**src/rtl/pd_pkg.sv**
```systemverilog
// pd_pkg: shared types, constants and helpers of the percent decoder
// no dependencies; used by pd_front, pd_queue, pd_back and percent_decoder
`default_nettype none

package pd_pkg;

	localparam int QDepth = 4;
	localparam int QAW    = $clog2(QDepth);
	localparam int QCW    = $clog2(QDepth + 1);

	localparam logic [7:0] CHAR_PCT   = 8'h25;
	localparam logic [7:0] CHAR_PLUS  = 8'h2B;
	localparam logic [7:0] CHAR_SPACE = 8'h20;
	localparam logic [7:0] REPL_HI    = 8'hFF;
	localparam logic [7:0] REPL_LO    = 8'hFD;

	localparam logic CFG_IDX_MODE = 1'b0;
	localparam logic CFG_IDX_PLUS = 1'b1;

	typedef enum logic [1:0] {
		MODE_FAIL = 2'd0,
		MODE_REPL = 2'd1,
		MODE_IGN  = 2'd2
	} mode_t;

	typedef enum logic [1:0] {
		ST_OK      = 2'd0,
		ST_HANDLED = 2'd1,
		ST_FAIL    = 2'd2,
		ST_BAD     = 2'd3
	} st_t;

	typedef enum logic [1:0] {
		PH_IDLE = 2'd0,
		PH_PCT  = 2'd1,
		PH_DIG  = 2'd2
	} ph_t;

	// one classified input word: up to two data bytes, then an optional status
	typedef struct packed {
		logic [1:0] n_data;
		logic [7:0] d0;
		logic [7:0] d1;
		logic       has_status;
		st_t        status;
	} cmd_t;

	typedef struct packed {
		logic full;
		logic empty;
	} q_flags_t;

	// bit 4 set when c is a hex digit, low nibble its value
	function automatic logic [4:0] hex_value(input logic [7:0] c);
		logic [4:0] r;
		r = 5'd0;
		if (c >= 8'h30 && c <= 8'h39)
			r = {1'b1, 4'(c - 8'h30)};
		else if (c >= 8'h61 && c <= 8'h66)
			r = {1'b1, 4'(c - 8'h57)};
		else if (c >= 8'h41 && c <= 8'h46)
			r = {1'b1, 4'(c - 8'h37)};
		return r;
	endfunction

endpackage

`default_nettype wire

```
**src/rtl/pd_if.sv**
```systemverilog
// pd_in_if and pd_out_if: valid/ready channels of the percent decoder
// no dependencies
`default_nettype none

interface pd_in_if;
	logic       valid;
	logic       ready;
	logic [7:0] in_byte;
	logic       last;

	modport source (output valid, output in_byte, output last, input ready);
	modport sink (input valid, input in_byte, input last, output ready);
endinterface

interface pd_out_if;
	logic       valid;
	logic       ready;
	logic [7:0] out_byte;
	logic       is_status;
	logic [1:0] status;
	logic       last_of_run;

	modport source (output valid, output out_byte, output is_status, output status,
		output last_of_run, input ready);
	modport sink (input valid, input out_byte, input is_status, input status,
		input last_of_run, output ready);
endinterface

`default_nettype wire

```
**src/rtl/pd_front.sv**
```systemverilog
// pd_front: accepts encoded bytes, tracks escapes and string status,
// and classifies each word into a result command; depends on pd_pkg, pd_if
`default_nettype none

module pd_front (
	input  wire logic        clk,
	input  wire logic        arst_n,
	input  wire logic        cfg_we,
	input  wire logic        cfg_idx,
	input  wire logic [1:0]  cfg_data,
	pd_in_if.sink            in_ch,
	input  pd_pkg::q_flags_t q_flags,
	output logic             push,
	output pd_pkg::cmd_t     cmd
);
	import pd_pkg::*;

	logic [1:0] error_mode_q;
	logic       plus_is_space_q;
	ph_t        phase_q;
	logic [7:0] held_q;
	st_t        run_status_q;

	mode_t      mode;
	st_t        rs;
	ph_t        nph;
	logic [7:0] nheld;
	logic       err;
	logic       plain;
	logic [7:0] pb;
	logic [4:0] hv_hi;
	logic [4:0] hv_lo;
	logic       acc;

	assign in_ch.ready = !q_flags.full;
	assign acc         = in_ch.valid && in_ch.ready;
	assign push        = acc && (cmd.n_data != 2'd0 || cmd.has_status);

	always_comb begin
		mode  = (error_mode_q > 2'(MODE_IGN)) ? MODE_IGN : mode_t'(error_mode_q);
		rs    = run_status_q;
		nph   = phase_q;
		nheld = held_q;
		err   = 1'b0;
		plain = 1'b0;
		hv_hi = hex_value(held_q);
		hv_lo = hex_value(in_ch.in_byte);
		cmd   = '0;

		if (mode == MODE_FAIL && in_ch.in_byte[7])
			rs = ST_BAD;

		if (rs == ST_FAIL || rs == ST_BAD) begin
			nph = PH_IDLE;
		end else begin
			unique case (phase_q)
				PH_IDLE: begin
					if (in_ch.in_byte == CHAR_PCT) begin
						if (in_ch.last)
							err = 1'b1;
						else
							nph = PH_PCT;
					end else begin
						plain = 1'b1;
					end
				end
				PH_PCT: begin
					if (in_ch.last) begin
						nph = PH_IDLE;
						err = 1'b1;
						// ignore mode reprocesses a lone trailing byte as plain
						plain = (mode == MODE_IGN) && (in_ch.in_byte != CHAR_PCT);
					end else begin
						nheld = in_ch.in_byte;
						nph   = PH_DIG;
					end
				end
				PH_DIG: begin
					nph = PH_IDLE;
					if (hv_hi[4] && hv_lo[4]) begin
						cmd.n_data = 2'd1;
						cmd.d0     = {hv_hi[3:0], hv_lo[3:0]};
					end else begin
						err = 1'b1;
					end
				end
				default: nph = PH_IDLE;
			endcase
		end

		if (err) begin
			unique case (mode)
				MODE_FAIL: rs = ST_FAIL;
				MODE_REPL: begin
					rs         = ST_HANDLED;
					cmd.n_data = 2'd2;
					cmd.d0     = REPL_HI;
					cmd.d1     = REPL_LO;
				end
				MODE_IGN: rs = ST_HANDLED;
				default:  rs = ST_HANDLED;
			endcase
		end

		pb = (in_ch.in_byte == CHAR_PLUS && plus_is_space_q) ? CHAR_SPACE : in_ch.in_byte;
		if (plain) begin
			if (cmd.n_data == 2'd0)
				cmd.d0 = pb;
			else
				cmd.d1 = pb;
			cmd.n_data = cmd.n_data + 2'd1;
		end

		cmd.status = rs;
		if (in_ch.last) begin
			cmd.has_status = 1'b1;
			nph            = PH_IDLE;
			nheld          = 8'd0;
			rs             = ST_OK;
		end
	end

	always_ff @(posedge clk or negedge arst_n) begin
		if (!arst_n) begin
			error_mode_q    <= 2'(MODE_FAIL);
			plus_is_space_q <= 1'b0;
		end else if (cfg_we) begin
			if (cfg_idx == CFG_IDX_MODE)
				error_mode_q <= cfg_data;
			else if (cfg_idx == CFG_IDX_PLUS)
				plus_is_space_q <= cfg_data[0];
		end
	end

	always_ff @(posedge clk or negedge arst_n) begin
		if (!arst_n) begin
			phase_q      <= PH_IDLE;
			held_q       <= 8'd0;
			run_status_q <= ST_OK;
		end else if (acc) begin
			phase_q      <= nph;
			held_q       <= nheld;
			run_status_q <= rs;
		end
	end

endmodule

`default_nettype wire

```
**src/rtl/pd_queue.sv**
```systemverilog
// pd_queue: small command queue between front and back of the decoder
// depends on pd_pkg
`default_nettype none

module pd_queue (
	input  wire logic          clk,
	input  wire logic          arst_n,
	input  wire logic          push,
	input  pd_pkg::cmd_t       wr_cmd,
	input  wire logic          pop,
	output pd_pkg::cmd_t       head,
	output pd_pkg::q_flags_t   flags
);
	import pd_pkg::*;

	cmd_t           mem_q [QDepth];
	logic [QAW-1:0] wr_ptr_q;
	logic [QAW-1:0] rd_ptr_q;
	logic [QCW-1:0] count_q;

	assign head        = mem_q[rd_ptr_q];
	assign flags.full  = (count_q == QCW'(QDepth));
	assign flags.empty = (count_q == '0);

	always_ff @(posedge clk) begin
		if (push)
			mem_q[wr_ptr_q] <= wr_cmd;
	end

	always_ff @(posedge clk or negedge arst_n) begin
		if (!arst_n) begin
			wr_ptr_q <= '0;
			rd_ptr_q <= '0;
			count_q  <= '0;
		end else begin
			if (push)
				wr_ptr_q <= wr_ptr_q + QAW'(1);
			if (pop)
				rd_ptr_q <= rd_ptr_q + QAW'(1);
			if (push && !pop)
				count_q <= count_q + QCW'(1);
			else if (pop && !push)
				count_q <= count_q - QCW'(1);
		end
	end

endmodule

`default_nettype wire

```
**src/rtl/pd_back.sv**
```systemverilog
// pd_back: walks each queued command and drives one result word per cycle
// into the output register while out_ch takes them; depends on pd_pkg, pd_if
`default_nettype none

module pd_back (
	input  wire logic        clk,
	input  wire logic        arst_n,
	input  pd_pkg::cmd_t     head,
	input  pd_pkg::q_flags_t q_flags,
	output logic             pop,
	pd_out_if.source         out_ch
);
	import pd_pkg::*;

	logic [1:0] idx_q;
	logic [1:0] total;
	logic       last_res;
	logic       load;
	logic       valid_q;
	logic [7:0] byte_q;
	logic       is_status_q;
	logic [1:0] status_q;
	logic       lor_q;

	assign total    = head.n_data + 2'(head.has_status);
	assign last_res = (idx_q == total - 2'd1);
	assign load     = !q_flags.empty && (!valid_q || out_ch.ready);
	assign pop      = load && last_res;

	assign out_ch.valid       = valid_q;
	assign out_ch.out_byte    = byte_q;
	assign out_ch.is_status   = is_status_q;
	assign out_ch.status      = status_q;
	assign out_ch.last_of_run = lor_q;

	always_ff @(posedge clk or negedge arst_n) begin
		if (!arst_n) begin
			valid_q <= 1'b0;
			idx_q   <= 2'd0;
		end else begin
			if (load)
				valid_q <= 1'b1;
			else if (out_ch.ready)
				valid_q <= 1'b0;
			if (load)
				idx_q <= last_res ? 2'd0 : idx_q + 2'd1;
		end
	end

	always_ff @(posedge clk) begin
		if (load) begin
			lor_q <= last_res;
			if (idx_q < head.n_data) begin
				byte_q      <= (idx_q == 2'd0) ? head.d0 : head.d1;
				is_status_q <= 1'b0;
				status_q    <= 2'(ST_OK);
			end else begin
				byte_q      <= 8'd0;
				is_status_q <= 1'b1;
				status_q    <= 2'(head.status);
			end
		end
	end

endmodule

`default_nettype wire

```
**src/rtl/percent_decoder.sv**
```systemverilog
// Percent decoder: takes one encoded byte per cycle on in_ch while the queue
// has room and gives decoded bytes, then an end-of-string status word, on
// out_ch. The front accepts a byte whenever the four-entry command queue has
// room; each byte yields zero to three result words, and the back drives one
// result word per cycle through its output register while out_ch takes them.
// Sustained rate is one byte per cycle as long as bytes average at most one
// result; escapes and replacement pairs are absorbed by the queue, and bursts
// beyond that stall the input. Results go via the queue and output register.
// depends on pd_pkg, pd_if, pd_front, pd_queue, pd_back
`default_nettype none

module percent_decoder (
	input  wire logic       clk,
	input  wire logic       arst_n,
	input  wire logic       cfg_we,
	input  wire logic       cfg_idx,
	input  wire logic [1:0] cfg_data,
	pd_in_if.sink           in_ch,
	pd_out_if.source        out_ch
);
	import pd_pkg::*;

	cmd_t     wr_cmd;
	cmd_t     head;
	q_flags_t q_flags;
	logic     push;
	logic     pop;

	pd_front u_front (
		.clk      (clk),
		.arst_n   (arst_n),
		.cfg_we   (cfg_we),
		.cfg_idx  (cfg_idx),
		.cfg_data (cfg_data),
		.in_ch    (in_ch),
		.q_flags  (q_flags),
		.push     (push),
		.cmd      (wr_cmd)
	);

	pd_queue u_queue (
		.clk    (clk),
		.arst_n (arst_n),
		.push   (push),
		.wr_cmd (wr_cmd),
		.pop    (pop),
		.head   (head),
		.flags  (q_flags)
	);

	pd_back u_back (
		.clk     (clk),
		.arst_n  (arst_n),
		.head    (head),
		.q_flags (q_flags),
		.pop     (pop),
		.out_ch  (out_ch)
	);

`ifndef SYNTH
	a_no_push_full: assert property (@(posedge clk) disable iff (!arst_n)
		q_flags.full |-> !push)
		else $error("command pushed into full queue");

	a_status_ends_run: assert property (@(posedge clk) disable iff (!arst_n)
		out_ch.valid && out_ch.is_status |-> out_ch.last_of_run && out_ch.out_byte == 8'd0)
		else $error("status word not closing its run");

	a_data_status_zero: assert property (@(posedge clk) disable iff (!arst_n)
		out_ch.valid && !out_ch.is_status |-> out_ch.status == 2'(ST_OK))
		else $error("data word carries a status code");

	a_last_pushes: assert property (@(posedge clk) disable iff (!arst_n)
		in_ch.valid && in_ch.ready && in_ch.last |-> push && wr_cmd.has_status)
		else $error("last byte did not queue a status");
`endif

endmodule

`default_nettype wire
```
**src/flat_wrapper.sv**
```systemverilog
// flat-port wrapper written by rule: the top's interface ports become plain ports
module percent_decoder_flat import pd_pkg::*;
  (clk, arst_n, cfg_we, cfg_idx, cfg_data, in_ch_valid, in_ch_in_byte, in_ch_last, in_ch_ready, out_ch_valid, out_ch_out_byte, out_ch_is_status, out_ch_status, out_ch_last_of_run, out_ch_ready);
  pd_in_if in_ch_i ();
  pd_out_if out_ch_i ();
  input  wire logic clk;
  input  wire logic arst_n;
  input  wire logic cfg_we;
  input  wire logic cfg_idx;
  input  wire logic [1:0] cfg_data;
  input wire logic [$bits(in_ch_i.valid)-1:0] in_ch_valid;
  input wire logic [$bits(in_ch_i.in_byte)-1:0] in_ch_in_byte;
  input wire logic [$bits(in_ch_i.last)-1:0] in_ch_last;
  output wire logic [$bits(in_ch_i.ready)-1:0] in_ch_ready;
  output wire logic [$bits(out_ch_i.valid)-1:0] out_ch_valid;
  output wire logic [$bits(out_ch_i.out_byte)-1:0] out_ch_out_byte;
  output wire logic [$bits(out_ch_i.is_status)-1:0] out_ch_is_status;
  output wire logic [$bits(out_ch_i.status)-1:0] out_ch_status;
  output wire logic [$bits(out_ch_i.last_of_run)-1:0] out_ch_last_of_run;
  input wire logic [$bits(out_ch_i.ready)-1:0] out_ch_ready;
  assign in_ch_i.valid = in_ch_valid;
  assign in_ch_i.in_byte = in_ch_in_byte;
  assign in_ch_i.last = in_ch_last;
  assign in_ch_ready = in_ch_i.ready;
  assign out_ch_valid = out_ch_i.valid;
  assign out_ch_out_byte = out_ch_i.out_byte;
  assign out_ch_is_status = out_ch_i.is_status;
  assign out_ch_status = out_ch_i.status;
  assign out_ch_last_of_run = out_ch_i.last_of_run;
  assign out_ch_i.ready = out_ch_ready;
  percent_decoder u_core (.clk(clk), .arst_n(arst_n), .cfg_we(cfg_we), .cfg_idx(cfg_idx), .cfg_data(cfg_data), .in_ch(in_ch_i), .out_ch(out_ch_i));
endmodule
```
**config.mk**
```make
export PLATFORM = sky130hd
export DESIGN_NAME = percent_decoder_flat
export DESIGN_NICKNAME = d
export VERILOG_FILES = /design/src/rtl/pd_pkg.sv /design/src/rtl/pd_if.sv /design/src/rtl/pd_front.sv /design/src/rtl/pd_queue.sv /design/src/rtl/pd_back.sv /design/src/rtl/percent_decoder.sv /design/src/flat_wrapper.sv
export SDC_FILE = /design/constraint.sdc
export NUM_CORES = 1
export LEC_CHECK = 0
export BUFFER_PORTS_ARGS = -buffer_cell sky130_fd_sc_hd__buf_4
export CORE_MARGIN = 2
export CORE_UTILIZATION = 50
export CTS_CLUSTER_SIZE = 14
export DETAILED_ROUTE_END_ITERATION = 12
export PLACE_DENSITY = 0.7
export SYNTH_ARGS = -nofsm -noshare
export SYNTH_HDL_FRONTEND = slang
export SYNTH_SLANG_ARGS = --single-unit
```
**constraint.sdc**
```tcl
create_clock -name clk -period 3.6 [get_ports clk]
set_input_delay 0.18 -clock clk [delete_from_list [all_inputs] [get_ports clk]]
set_output_delay 0.18 -clock clk [all_outputs]
set_load 0.01 [all_outputs]
```
==> impl_metrics.json, run 1 <==
{
  "finalCriticalPeriod_ns": 3.31,
  "overflow": 0,
  "drtAntennaViolNets": 0,
  "syn_nets": 397,
  "dieWidth_um": 109,
  "drc": 0,
  "drv_slew": 0,
  "post_cts_buffers": 0,
  "maxSlewHeadroom_pct": 38.1,
  "grt_pass1_vias": 3379,
  "maxCapViolCount": 0,
  "swShare_pct": 28.2,
  "min_from": "cfg_idx",
  "min-delay-path-class": "in -> reg",
  "rsz0062_at_grt": "false",
  "yosys_warnings": 0,
  "cts_buffer_depth": 2,
  "seq_power_share_pct": 38.4,
  "grt_antenna_before_repair": 0,
  "clk_latency_ns": 0.51,
  "port_buffers": 30,
  "tritoncts": "done",
  "worstPathRequired_ns": 3.83,
  "p_leak_nw": 2.54,
  "hpwl_um": 6950,
  "seqCellArea_um2": 3510,
  "clock.fmax_mhz": 302,
  "synth_seq_cells": 121,
  "r2r_start": "u_core.u_front.held_q[0]",
  "nFillCells": 807,
  "fin_setup_tns_ns": 0,
  "cts_buffers": 17,
  "dp_cells": 529,
  "ys_seq_area_share_pct": 64.3,
  "vias_per_cell": 5.61,
  "ios": 31,
  "crit_arrival_ns": 3.54,
  "syn_area_um2": 5460,
  "multiInputGateArea_um2": 1820,
  "internal-power_mw": 3.96,
  "drt_first_pass_iters": 4,
  "die_area_um2": 11800,
  "cp_max_fo": 7,
  "setup_ws_ns": 0.289,
  "finalPower_mw": 5.51,
  "post_drt_wl_per_cell_um": 18.3,
  "diodes": 0,
  "worstMarginPinSlew_ns": 0.928,
  "synth_edf_count": 96,
  "fin_cells": 576,
  "pwr-share-comb_pct": 28.0,
  "end_kind": "register",
  "grt_max_degree": 26,
  "synth_top_flop_cell": "edfxtp_1",
  "clk_pin_slew_ns": 0.06,
  "synth.distinct_cells": 56,
  "synth_cells": 364,
  "crit_start": "u_core.u_front.held_q[0]",
  "crit_type": "reg -> reg",
  "core_um2": 10700,
  "cts_max_level": 4,
  "dpl_worst_slack_ns": 0.364,
  "whs_ns": 0.0444,
  "row_count": 38,
  "avgSynthCellArea_um2": 15.0,
  "drt_wl_total_um": 10500,
  "syn2layout_area_growth_pct": 21.9,
  "start_util_pct": 50.8,
  "clock_skew_ns": 0.00790,
  "cts-root-buf": "clkbuf_8",
  "p_per_area_nw_per_um2": 828,
  "status": "completed",
  "worstSetupStartpointType": "register",
  "synthArstFlopShare_pct": 20.7,
  "drive_above_1_share_pct": 24.5,
  "clkPwrFrac_pct": 33.6,
  "finalCritPeriodShare_pct": 92.0,
  "layout.nets": 456,
  "p_sw_mw": 1.55,
  "vias": 3231,
  "die_h_um": 109,
  "finalSetupViolCount": 0,
  "gp_congestion": 0.869,
  "ir_drop_mv": 0.354,
  "hold_violations": 0,
  "cts.sink_count": 121,
  "gr-usage-all-layers_pct": 20.0,
  "drtIter0Drc": 100,
  "grt_pass1_wl_um": 17300
}
==> synthesized netlist by cell type, types with 7 or more instances <==
master	count	area share, %
a22o_1	8	1.3
nand2_1	31	2.1
inv_1	18	1.2
and2_1	7	0.80
nor2_1	24	1.6
ha_1	15	3.4
dfrtp_1	25	11
a21oi_1	8	0.73
xnor2_1	8	1.3
mux2i_1	8	1.5
o21ai_0	8	0.73
clkbuf_1	7	0.48
edfxtp_1	96	53
mux4_2	21	8.7
==> registers in the layout (all words and copies together) (netlist names), 3 cells and up <==
register and flops:
u_core.u_queue.count_q 3, u_core.u_back.out_ch.out_byte 8, u_core.u_queue.mem_q 84, u_core.u_front.held_q 8
==> logic make-up after synthesis <==
| family | share of synthesized area, % |
|---|---|
| multiplexers | 11.4 |
| buffers and inverters | 2.43 |
| adder cells (fa/ha/maj) | 3.80 |
| AND/OR/NAND/NOR | 9.01 |
| AO/OA/AOI/OAI | 7.47 |
| XOR/XNOR | 1.60 |
| flip-flops | 64.3 |
==> metal layers <==
metal | track usage (%) | wire, µm
met1 | 25.9 | 4670
met2 | 32.7 | 5330
met3 | 4.76 | 344
met4 | 8.06 | 188
met5 | 0 | 0
==> power by group through the flow <==
stage                     sequential [mW]  combinational (mW)  clock (mW)
after floorplan                      2.13                1.09           0
after global placement               2.12                1.51           0
after detailed placement             2.14                1.56           0
after CTS                            2.12                1.58        1.87
after global routing                 2.15                1.72        1.94
final                                2.12                1.54        1.85
==> layout make-up <==
class	instances	share of cell area, %
repair buffers	53	6.54
flip-flops and latches	121	52.7
clock buffers	20	6.39
well taps	140	2.63
clock inverters	12	3.35
inverters	18	1.01
multi-input cells	212	27.4
==> critical path, stage by stage, from the launching register on <==
cell and delay, ns:
dfrtp_1 0.46, inv_1 0.07, ha_1 0.23, o21bai_1 0.19
a21oi_2 0.13, o221ai_2 0.34, a21oi_1 0.15, nor2_1 0.39
inv_1 0.11, ha_1 0.25, nand3_1 0.19, nor2_1 0.06
a31oi_1 0.46
==> cells in the final DEF, fill, tap and decap left out, types with 6 or more instances in the layout <==
| master | netlist | final |
|---|---|---|
| mux4_2 | 21 | 21 |
| inv_1 | 18 | 18 |
| buf_4 | 0 | 38 |
| clkbuf_16 | 0 | 16 |
| nand2_1 | 31 | 31 |
| edfxtp_1 | 96 | 96 |
| bufinv_16 | 0 | 6 |
| o21ai_0 | 8 | 8 |
| ha_1 | 15 | 15 |
| dlygate4sd3_1 | 0 | 15 |
| dfrtp_1 | 25 | 25 |
| xnor2_1 | 8 | 8 |
| nor2_1 | 24 | 24 |
| a22o_1 | 8 | 8 |
| mux2i_1 | 8 | 8 |
| and2_1 | 7 | 7 |
| a21oi_1 | 8 | 7 |
==> timing repair <==
action | 4_1_cts | 5_1_grt
hold endpoints to repair | 41 | 0
gates resized for setup | 0 | 0
hold buffers | 15 | 0
==> per-stage QoR <==
| stage | instance area [µm²] | util, % |
|---|---|---|
| global route | 6660 | 62.0 |
| detailed placement | 5860 | 54.5 |
| global placement | 5860 | 54.5 |
| floorplan | 5460 | - |
| finish | 6660 | 62.0 |
| CTS | 6660 | 62.0 |
==> worst paths after layout <==
check / end / slack (ns) / depth (start not counted)
max: u_core.u_queue.mem_q[0][17] / 0.29 / 12
min: u_core.u_front.error_mode_q[0] / 0.04 / 3
max reg2reg: u_core.u_queue.mem_q[0][17] / 0.29 / 12
min reg2reg: u_core.u_queue.count_q[2] / 0.50 / 1
max in group asynchronous: u_core.u_front.held_q[2] / 3.24 / 2
min in group asynchronous: u_core.u_back.idx_q[1] / 0.11 / 2
No activity file was read; power rests on OpenSTA's default activity.
==> run 2: changes to the inputs <==
CTS_BUF_LIST = sky130_fd_sc_hd__clkbuf_8   (was not set)
TNS_END_PERCENT = 1   (was not set)
==> run 2 against run 1 <==
Against the previous run: core utilization is 2.5 points lower; die area stayed put; clock skew is 0.0027 ns higher; clock-buffer cell count is 3 lower; critical path depth stayed put.
==> impl_metrics.json, run 2 (synthesis gave the netlist of run 1 again) <==
{
  "syn2layout_area_growth_pct": 17.0,
  "clk_latency_ns": 0.44,
  "post_cts_buffers": 0,
  "min-delay-path-class": "in -> reg",
  "tritoncts": "done",
  "vias_per_cell": 5.63,
  "worstSetupStartpointType": "register",
  "r2r_start": "u_core.u_front.held_q[0]",
  "drc": 0,
  "gr-usage-all-layers_pct": 19.6,
  "end_kind": "register",
  "core_um2": 10700,
  "cp_max_fo": 7,
  "cts-root-buf": "clkbuf_8",
  "regMostFlops": "u_core.u_queue.mem_q",
  "met3_usage_pct": 5.24,
  "grt_use_met1_pct": 25.7,
  "overflow": 0,
  "slowest_delay_ns": 0.47,
  "drive_above_1_share_pct": 25.1,
  "busiest_layer": "met2",
  "finalSetupViolCount": 0,
  "finalCritPeriodShare_pct": 92.2,
  "drv_slew": 0,
  "fin_setup_tns_ns": 0,
  "final_util_pct": 59.4,
  "grt_antenna_before_repair": 0,
  "drtAntennaViolNets": 0,
  "die_h_um": 109,
  "maxSlewHeadroom_pct": 39.0,
  "layout.nets": 447,
  "cts_buffers": 17,
  "gp_congestion": 0.869,
  "rsz0062_at_grt": "false",
  "die_area_um2": 11800,
  "clk_pin_slew_ns": 0.07,
  "hold_violations": 0,
  "crit_start": "u_core.u_front.held_q[0]",
  "ir_drop_mv": 0.323,
  "finalPower_mw": 5.06,
  "hpwl_um": 6950,
  "dieWidth_um": 109,
  "path_cells": "inv_1, ha_1, o21bai_1, a21oi_2, o221ai_2, a21oi_1, nor2_1, inv_1, ha_1, nand3_1, o22ai_1, a221o_1",
  "clock.fmax_mhz": 301,
  "most-common-layout-cells": "edfxtp_1 (96), buf_4 (38), nand2_1 (31)",
  "cts_resized": 0,
  "port_buffers": 30,
  "final_common_cell": "edfxtp_1",
  "grt_pass1_vias": 3271,
  "min_from": "in_ch_in_byte[4]",
  "drt_wl_total_um": 10100,
  "crit_path_top_delay_cell": "dfrtp_1",
  "clock_skew_ns": 0.0106,
  "grt_max_degree": 26,
  "diodes": 0,
  "p_leak_nw": 2.44,
  "worstMarginPinSlew_ns": 0.914,
  "post_drt_wl_per_cell_um": 17.8,
  "maxCapViolCount": 0,
  "cts_max_level": 4,
  "fin_cells": 567,
  "crit_type": "reg -> reg",
  "ios": 31,
  "cts.sink_count": 121,
  "start_util_pct": 50.8,
  "drtIter0Drc": 150,
  "nFillCells": 834,
  "worstPathRequired_ns": 3.76,
  "drt_first_pass_iters": 4,
  "largest_reg_flops": 84,
  "p_per_area_nw_per_um2": 792,
  "row_count": 38,
  "vias": 3190,
  "crit_arrival_ns": 3.48,
  "cts_buffer_depth": 2,
  "grt_pass1_wl_um": 16800,
  "finalCriticalPeriod_ns": 3.32,
  "met2_usage_pct": 31.5,
  "status": "completed",
  "dp_cells": 529
}
-- run 2: final cells by class --
| cell class | count | area (µm²) | area share (%) |
|---|---|---|---|
| flip-flops and latches | 121 | 3510 | 54.9 |
| multi-input cells | 212 | 1820 | 28.5 |
| repair buffers | 44 | 345 | 5.41 |
| clock buffers | 17 | 234 | 3.66 |
| clock inverters | 15 | 234 | 3.66 |
| well taps | 140 | 175 | 2.74 |
| inverters | 18 | 67.6 | 1.06 |
-- run 2: per-stage QoR --
step | hold WS, ns | setup WS, ns | cell area (µm²)
2_1_floorplan | -0.116 | 0.143 | 5460
3_3_place_gp | 0.102 | 0.448 | 5860
3_5_place_dp | 0.101 | 0.364 | 5860
4_1_cts | 0.000166 | 0.339 | 6390
5_1_grt | 0.0155 | 0.00575 | 6390
6_report | 0.0343 | 0.281 | 6390
-- run 2: path summary, 6_finish.rpt --
path	endpoint	slack [ns]	cells past startpoint
min in group asynchronous	u_core.u_back.idx_q[1]	0.19	2
max	u_core.u_queue.mem_q[1][11]	0.28	12
max reg2reg	u_core.u_queue.mem_q[1][11]	0.28	12
max in group asynchronous	u_core.u_front.error_mode_q[0]	3.16	2
min	u_core.u_front.held_q[4]	0.03	2
min reg2reg	u_core.u_queue.count_q[2]	0.50	1
-- run 2: critical path, delay by kind of cell (launching register included) --
| family | cells | cell delay, ns |
|---|---|---|
| AOI/OAI and AO/OA | 6 | 1.31 |
| and+or+nand+nor | 2 | 0.59 |
| adders and majority gates | 2 | 0.48 |
| DFF | 1 | 0.47 |
| buffers and inverters | 2 | 0.19 |
-- run 2: power by group --
group / total, mW / switching (mW) / internal, mW
Clock: 1.41 / 0.527 / 0.885
Sequential: 2.11 / 0.142 / 1.97
Combinational: 1.54 / 0.815 / 0.722
-- run 2: timing repair --
| action | CTS | global route |
|---|---|---|
| hold endpoints to repair | 34 | 0 |
| hold buffers | 6 | 0 |
| setup endpoints to repair | 0 | 0 |
-- run 2: per-layer routing --
metal  up-vias  part of all wire (%)
li1       1491                     -
met2        79                    50
met4         0                   1.4
met5         -                     0
met1      1606                    45
met3        14                   3.7
